## config.mk

```make
export PLATFORM = sky130hd
export DESIGN_NAME = sets_ctrl
export DESIGN_NICKNAME = d
export VERILOG_FILES = /design/src/sets_pkg.sv /design/src/sets_ctrl.sv
export SDC_FILE = /design/constraint.sdc
export NUM_CORES = 1
export LEC_CHECK = 0
export BUFFER_PORTS_ARGS = -buffer_cell sky130_fd_sc_hd__buf_2
export CELL_PAD_IN_SITES_DETAIL_PLACEMENT = 1
export CELL_PAD_IN_SITES_GLOBAL_PLACEMENT = 2
export CORE_AREA = 2 2 39 41
export DETAILED_ROUTE_END_ITERATION = 6
export DIE_AREA = 0 0 41 43
export PLACE_DENSITY_LB_ADDON = 0.1
export SKIP_CTS_REPAIR_TIMING = 1
export SYNTH_ARGS = -nofsm -noshare
export SYNTH_HDL_FRONTEND = slang
export SYNTH_SLANG_ARGS = --single-unit
```

## constraint.sdc

```tcl
create_clock -name clk -period 2.5 [get_ports clk]
set_input_delay 0.5 -clock clk [delete_from_list [all_inputs] [get_ports clk]]
set_output_delay 0.5 -clock clk [all_outputs]
set_load 0.01 [all_outputs]
```

## src/sets_pkg.sv

```systemverilog
// shared constants and word types for the scope edge trigger search unit
package sets_pkg;

  localparam int MAX_FRAMES     = 4096;
  localparam int ADDR_W         = $clog2(MAX_FRAMES);
  localparam int CNT_W          = $clog2(MAX_FRAMES + 1);
  localparam int SAMPLE_W       = 16;
  localparam int OFFSET_W       = 13;
  localparam int MIN_PEAK_W     = 15;
  localparam logic [MIN_PEAK_W-1:0] MIN_PEAK_RESET = MIN_PEAK_W'(33);

  typedef struct packed {
    logic signed [SAMPLE_W-1:0] sample;
    logic                       is_last;
  } in_word_t;

  typedef struct packed {
    logic [OFFSET_W-1:0] offset;
    logic                found;
  } out_word_t;

  typedef struct packed {
    logic load;
    logic scan_init;
    logic scan;
    logic emit;
  } sets_cmd_t;

  typedef struct packed {
    logic qualify;
    logic scan_done;
    logic out_full;
  } sets_status_t;

endpackage

```

## src/sets_ctrl.sv

```systemverilog
// controller state machine for load, scan and result hand-off
module sets_ctrl (
  input  logic                  clk,
  input  logic                  rst,
  input  logic                  in_valid,
  input  logic                  in_last,
  input  logic                  out_ready,
  output logic                  in_ready,
  output sets_pkg::sets_cmd_t    cmd,
  input  sets_pkg::sets_status_t status
);
  import sets_pkg::*;

  typedef enum logic [3:0] {
    S_LOAD   = 4'b0001,
    S_CHECK  = 4'b0010,
    S_SCAN   = 4'b0100,
    S_FINISH = 4'b1000
  } state_t;

  state_t state, state_next;
  logic   accept;

  assign in_ready = (state == S_LOAD);
  assign accept   = in_valid && in_ready;

  always_comb begin
    state_next    = state;
    cmd           = '0;
    cmd.load      = accept;
    case (state)
      S_LOAD: begin
        if (accept && in_last) begin
          state_next = S_CHECK;
        end
      end
      S_CHECK: begin
        cmd.scan_init = 1'b1;
        state_next    = status.qualify ? S_SCAN : S_FINISH;
      end
      S_SCAN: begin
        cmd.scan = 1'b1;
        if (status.scan_done) begin
          state_next = S_FINISH;
        end
      end
      S_FINISH: begin
        if (!status.out_full || out_ready) begin
          cmd.emit   = 1'b1;
          state_next = S_LOAD;
        end
      end
      default: begin
        state_next = S_LOAD;
      end
    endcase
  end

  always_ff @(posedge clk) begin
    if (rst) begin
      state <= S_LOAD;
    end else begin
      state <= state_next;
    end
  end

endmodule

```

==> run_results.csv, run 1 <==
group,metric,value,unit
critical_path,crit_buf_inv,1,
critical_path,critical_path.max_fanout,9,
critical_path,r2r-end,"state[0]",
logic_synthesis,syn_nets,40,
timing,setup_viol,0,
floorplanning,die_y,43,µm
routing,drt_iter0_drc,0,
clock_tree,cts_tree,"built",
critical_path,worstPathRequired,2.00,ns
timing,fin_skew,0.000694,ns
routing,wl_per_cell,12.3,µm
timing,worst_pin_slew,0.543,ns
routing,wl_met1,318,µm
grt,antenna_found_initial,0,
cells_and_area,largest-register,"state",
power_and_ir_drop,pwr_density_cell,495,nW/µm²
power_and_ir_drop,ir_drop,0.217,mV
clock_tree,cts.sinks,4,
floorplanning,initial_utilization,0.205,
critical_path,crit_end,"cmd[3]",
critical_path,path_cells,"nor4b_1 -> and2_1 -> buf_2",
timing,fin_crit,2.03,ns
timing,max_freq,0.492,GHz
critical_path,cp-start-kind,"flop",
place,place_inst,57,
logic_synthesis,ys_seq_area_frac,0.282,
place,dpl.hpwl,582,µm
floorplanning,die_area,1760,µm²
critical_path,critPathTopFamily,"simple AND/OR/NAND/NOR gates",
job,drv_cap,0,
timing,tns,0,ns
cells_and_area,reg.largest.list,"state (4)",
routing,drtAntennaViolNets,0,
timing,maxSlewHeadroom,0.633,
clock_tree,cts_made_buffers,3,
critical_path,crit_type,"reg2out",
logic_synthesis,mappedNetlistArea,284,µm²
status,status,"finished clean",
logic_synthesis,synthCells,32,
critical_path,timing.rr.start,"state[3]",
grt,grt_usage,0.100,
clock_tree,root_buffer,"clkbuf_4",
cells_and_area,fin_util,0.262,
floorplanning,dieWidth,41,µm
logic_synthesis,synth_top_area_frac,0.282,
critical_path,critPathCaptureType,"output port",
grt,grt_pass1_vias,279,
grt,overflow,0,
routing,routed_via_density,4.78,
routing,wl,736,µm
grt,grt_pass1_wl,1170,µm
timing,slew_violations,0,
floorplanning,pin_count,13,
logic_synthesis,ys_warn_count,0,
power_and_ir_drop,p_leak,0.156,nW
routing,dr_wl_met3,59,µm
critical_path,arrival,1.53,ns
critical_path,path_depth,3,
critical_path,rrSetupSlack,1.07,ns
floorplanning,core,1380,µm²
clock_tree,path_clk_slew,0.04,ns
place,place_congestion,0.680,
routing,num_vias,287,
cells_and_area,num_antenna_cells,0,
timing,grt_setup_unrepaired,"no",
routing,routed-wl-met2,357,µm
clock_tree,cts_buffer_depth,2,
logic_synthesis,yosys_register_bits,4,
clock_tree,htree_levels,1,
timing,hold_violations,0,
timing,fin_crit_sh,0.813,
cells_and_area,final_cells,60,
logic_synthesis,synth.avg_cell_area,8.88,µm²
cells_and_area,area_growth,27.8,%
clock_tree,clk_latency,0.23,ns
critical_path,crit_start,"state[0]",
min_path,holdCritPathClass,"in2reg",
critical_path,crit_slowest_cell,"nor4b_1",
critical_path,cp_slowest_stage_delay,0.51,ns
routing,dr.pass1.iters,1,
cells_and_area,layout-drive-gt1-share,0.432,
grt,grt_max_degree,10,
cells_and_area,final_nets,54,
logic_synthesis,synth_area_leaders,"dfxtp_1, nor3b_1, or4b_4",
floorplanning,rows,14,
critical_path,reg2regPathDepth,3,
place,io_buffer_count,12,
cells_and_area,largest_register_ffs,4,
routing,top_layer,"met3",
logic_synthesis,yosys.area.top_type,"dfxtp_1",
routing,route.detailed.drc,0,
logic_synthesis,synth_cell_types,24,
## synthesized netlist by cell type, drive strengths merged
| master | n |
|---|---|
| a2bb2oi | 1 |
| o21ai | 1 |
| o21ba | 1 |
| nand2b | 1 |
| o31ai | 1 |
| nand2 | 1 |
| or4b | 1 |
| clkbuf | 1 |
| a211oi | 1 |
| or3b | 1 |
| nor4 | 2 |
| a21oi | 2 |
| inv | 2 |
| dfxtp | 4 |
| nor3b | 3 |
| nor3 | 1 |
| and2 | 1 |
| buf | 2 |
| nor4b | 1 |
| o311a | 1 |
| nand3b | 1 |
| nor2b | 2 |
## layout make-up
class                      count  area, µm²
sequential                     4       80.1
multi-input combinational     23        173
timing repair buffer          12       60.1
tap                           16       20.0
clock buffer                   3       22.5
inverter                       2       7.51
fill                         174       1020
## cell families (layout without fill, tap and decap cells)
logic type	after synthesis	count (layout)	share of synthesized area
and+or+nand+nor	15	15	0.396
DFF	4	4	0.282
buffers and inverters	5	17	0.110
AOI/OAI and AO/OA	8	8	0.211
## worst register-to-register path, cell delays in order (launching register included)
cell and delay (ns):
dfxtp_1 0.46, or4b_4 0.51, nor3b_2 0.24, o31ai_1 0.11
## through the flow
step	hold slack, ns	total power [mW]	cell area, µm²	setup slack (ns)
global placement	0.601	0.103	340	0.791
detailed placement	0.609	0.103	340	0.734
global route	0.497	0.193	363	0.311
CTS	0.482	0.186	363	0.448
finish	0.487	0.180	363	0.468
floorplan	0.507	0.0944	284	0.598
## where the power goes
part           leakage (nW)  internal (mW)  switching [mW]  total (mW)
Clock                0.0138         0.0535          0.0242      0.0777
Sequential           0.0326         0.0669         0.00563      0.0725
Combinational         0.110         0.0164          0.0131      0.0295
Total                 0.156          0.137          0.0429       0.180
## placed cells by master, fill, tap and decap left out
master and n:
a211oi_1 1, a21oi_1 2, a2bb2oi_1 1, and2_1 1, buf_2 12, clkbuf_4 3, dfxtp_1 4, inv_1 2
nand2_1 1, nand2b_1 1, nand3b_1 1, nor2b_1 2, nor3_1 1, nor3b_1 2, nor3b_2 1, nor4_1 2
nor4b_1 1, o21ai_0 1, o21ba_1 1, o311a_2 1, o31ai_1 1, or3b_2 1, or4b_4 1
## worst min path at each step
stage             start  endpoint  slack (ns)  depth (start not counted)
2_1_floorplan  state[0]  state[2]        0.51                          2
3_3_place_gp   state[3]  state[2]        0.60                          1
3_5_place_dp   state[3]  state[2]        0.61                          1
4_1_cts             rst  state[2]        0.48                          2
5_1_grt             rst  state[2]        0.50                          2
6_report            rst  state[2]        0.49                          2
## metal layers
metal,global-route usage,vias to the layer above
li1,-,142
met1,0.116,133
met2,0.141,12
met3,0.0366,0
met4,0.0800,0
met5,0,-
(Power assumes the default switching activity.)
==> run 2, diff against run 1 <==
--- a/config.mk
+++ b/config.mk
@@ -8,9 +8,9 @@
 export BUFFER_PORTS_ARGS = -buffer_cell sky130_fd_sc_hd__buf_2
 export CELL_PAD_IN_SITES_DETAIL_PLACEMENT = 1
 export CELL_PAD_IN_SITES_GLOBAL_PLACEMENT = 2
-export CORE_AREA = 2 2 39 41
+export CORE_MARGIN = 2
+export CORE_UTILIZATION = 20
 export DETAILED_ROUTE_END_ITERATION = 6
-export DIE_AREA = 0 0 41 43
 export PLACE_DENSITY_LB_ADDON = 0.1
 export SKIP_CTS_REPAIR_TIMING = 1
 export SYNTH_ARGS = -nofsm -noshare
==> constraint.sdc (replaced) <==
create_clock -name clk -period 1.75 [get_ports clk]
set_input_delay 0.35 -clock clk [delete_from_list [all_inputs] [get_ports clk]]
set_output_delay 0.35 -clock clk [all_outputs]
set_load 0.01 [all_outputs]
==> run_results.csv, run 2 (synthesis results as in run 1) <==
group,metric,value,unit
status,status,"finished clean",
routing,wl_per_cell,12.0,µm
clock_tree,cts_made_buffers,3,
cells_and_area,final_common_cell,"buf_2",
power_and_ir_drop,intPower,199,µW
cells_and_area,final_cells,62,
critical_path,critPathTopFamily,"simple AND/OR/NAND/NOR gates",
critical_path,path_cells,"or4b_4 -> a21oi_2 -> buf_2",
critical_path,crit_slowest_cell,"or4b_4",
place,dpl.hpwl,565,µm
cells_and_area,largest-register,"state",
cells_and_area,mostFrequentLayoutCells,"buf_2, clkbuf_4, buf_4",
grt,grt_pass1_wl,1200,µm
cells_and_area,nFillCells,169,
timing,layout_setup_ws,0.0241,ns
cells_and_area,largest_register_ffs,4,
routing,routed_via_density,4.87,
cells_and_area,num_antenna_cells,0,
critical_path,critical_path.max_fanout,3,
cells_and_area,layout-drive-gt1-share,0.574,
cells_and_area,final_area,403,µm²
timing,setup_viol,0,
floorplanning,initial_utilization,0.216,
critical_path,arrival,1.38,ns
critical_path,crit_buf_inv,1,
power_and_ir_drop,p_leak,0.174,nW
clock_tree,cts.sinks,4,
routing,drtAntennaViolNets,0,
routing,wl,741,µm
timing,max_freq,0.579,GHz
grt,grt_max_degree,9,
routing,route.detailed.drc,0,
place,place_inst,57,
clock_tree,htree_levels,1,
power_and_ir_drop,p_switching,67.2,µW
floorplanning,rows,13,
timing,fin_crit_sh,0.986,
power_and_ir_drop,power.share.clock,0.433,
power_and_ir_drop,ir_drop,0.226,mV
cells_and_area,area_growth,41.9,%
grt,grt_usage,0.0958,
timing,grt_setup_unrepaired,"yes",
floorplanning,core,1320,µm²
power_and_ir_drop,combPwrFrac,0.203,
timing,maxSlewHeadroom,0.738,
critical_path,cp-start-kind,"flop",
clock_tree,clk_latency,0.24,ns
floorplanning,pin_count,13,
critical_path,cp_slowest_stage_delay,0.54,ns
routing,dr.pass1.iters,3,
clock_tree,cts_tree,"built",
grt,grt_pass1_vias,271,
job,drv_cap,0,
critical_path,critPathCaptureType,"output port",
timing,fin_crit,1.73,ns
critical_path,rrSetupSlack,0.29,ns
grt,antenna_found_initial,0,
place,place_area,353,µm²
min_path,holdCritPathClass,"in2reg",
place,io_buffer_count,12,
grt,overflow,0,
timing,fin_skew,0.00203,ns
floorplanning,dieWidth,41.7,µm
place,dp_slack,0.145,ns
power_and_ir_drop,pwr_density_cell,661,nW/µm²
timing,slew_violations,0,
routing,num_vias,302,
place,place_congestion,0.702,
timing,worst_pin_slew,0.392,ns
routing,drt_iter0_drc,4,
power_and_ir_drop,p_seq_frac,0.364,
floorplanning,die_y,41.7,µm
critical_path,worstPathRequired,1.40,ns
cells_and_area,reg.largest.list,"state (4)",
clock_tree,cts_buffer_depth,2,
timing,hold_violations,0,
clock_tree,root_buffer,"clkbuf_4",
floorplanning,die_area,1740,µm²
timing,holdWs,0.323,ns
power_and_ir_drop,p_sw_frac,0.252,
critical_path,crit_type,"reg2out",
cells_and_area,final_nets,57,
clock_tree,path_clk_slew,0.04,ns
## run 2: changes by cell type in the layout (fill, tap and decap cells not counted)
| cell | before | now |
|---|---|---|
| a21oi_1 | 2 | 1 |
| a21oi_2 | 0 | 1 |
| buf_4 | 0 | 3 |
| dfxtp_1 | 4 | 1 |
| dfxtp_2 | 0 | 1 |
| dfxtp_4 | 0 | 2 |
| nor4b_1 | 1 | 0 |
| nor4b_2 | 0 | 1 |
## run 2: cell type report
class,count,area [µm²],share of cell area
sequential,4,88.8,0.220
timing repair buffer,15,82.6,0.205
clock buffer,3,22.5,0.0559
tap,15,18.8,0.0466
inverter,2,7.51,0.0186
multi-input combinational,23,183,0.453
## run 2: final timing paths
path | from | cells after the start | to
max | state[1] | 3 | cmd[0]
min | rst | 2 | state[2]
max reg2reg | state[1] | 4 | state[0]
min reg2reg | state[3] | 1 | state[2]
## run 2: per-stage QoR
stage	setup TNS, ns	total power, mW	util
after floorplan	0	0.136	-
after global placement	0	0.152	0.268
after detailed placement	0	0.152	0.268
after CTS	-0.109	0.270	0.285
after global routing	-0.0482	0.285	0.306
final	0	0.266	0.306
## run 2: per-layer routing
layer | vias up | global-route usage | wire (µm) | part of all wire
met5 | - | 0 | 0 | 0
met4 | 0 | 0.0774 | 14 | 0.019
met3 | 3 | 0.0391 | 39 | 0.053
met2 | 10 | 0.138 | 382 | 0.52
met1 | 140 | 0.110 | 306 | 0.41
li1 | 149 | - | - | -
## run 2: power by group through the flow
stage                     logic (mW)  registers, mW  clock network, mW
after floorplan               0.0367         0.0995                  0
after global placement        0.0503          0.101                  0
after detailed placement      0.0511          0.101                  0
after CTS                     0.0513         0.0999              0.119
after global routing          0.0607         0.0975              0.127
final                         0.0542         0.0969              0.115
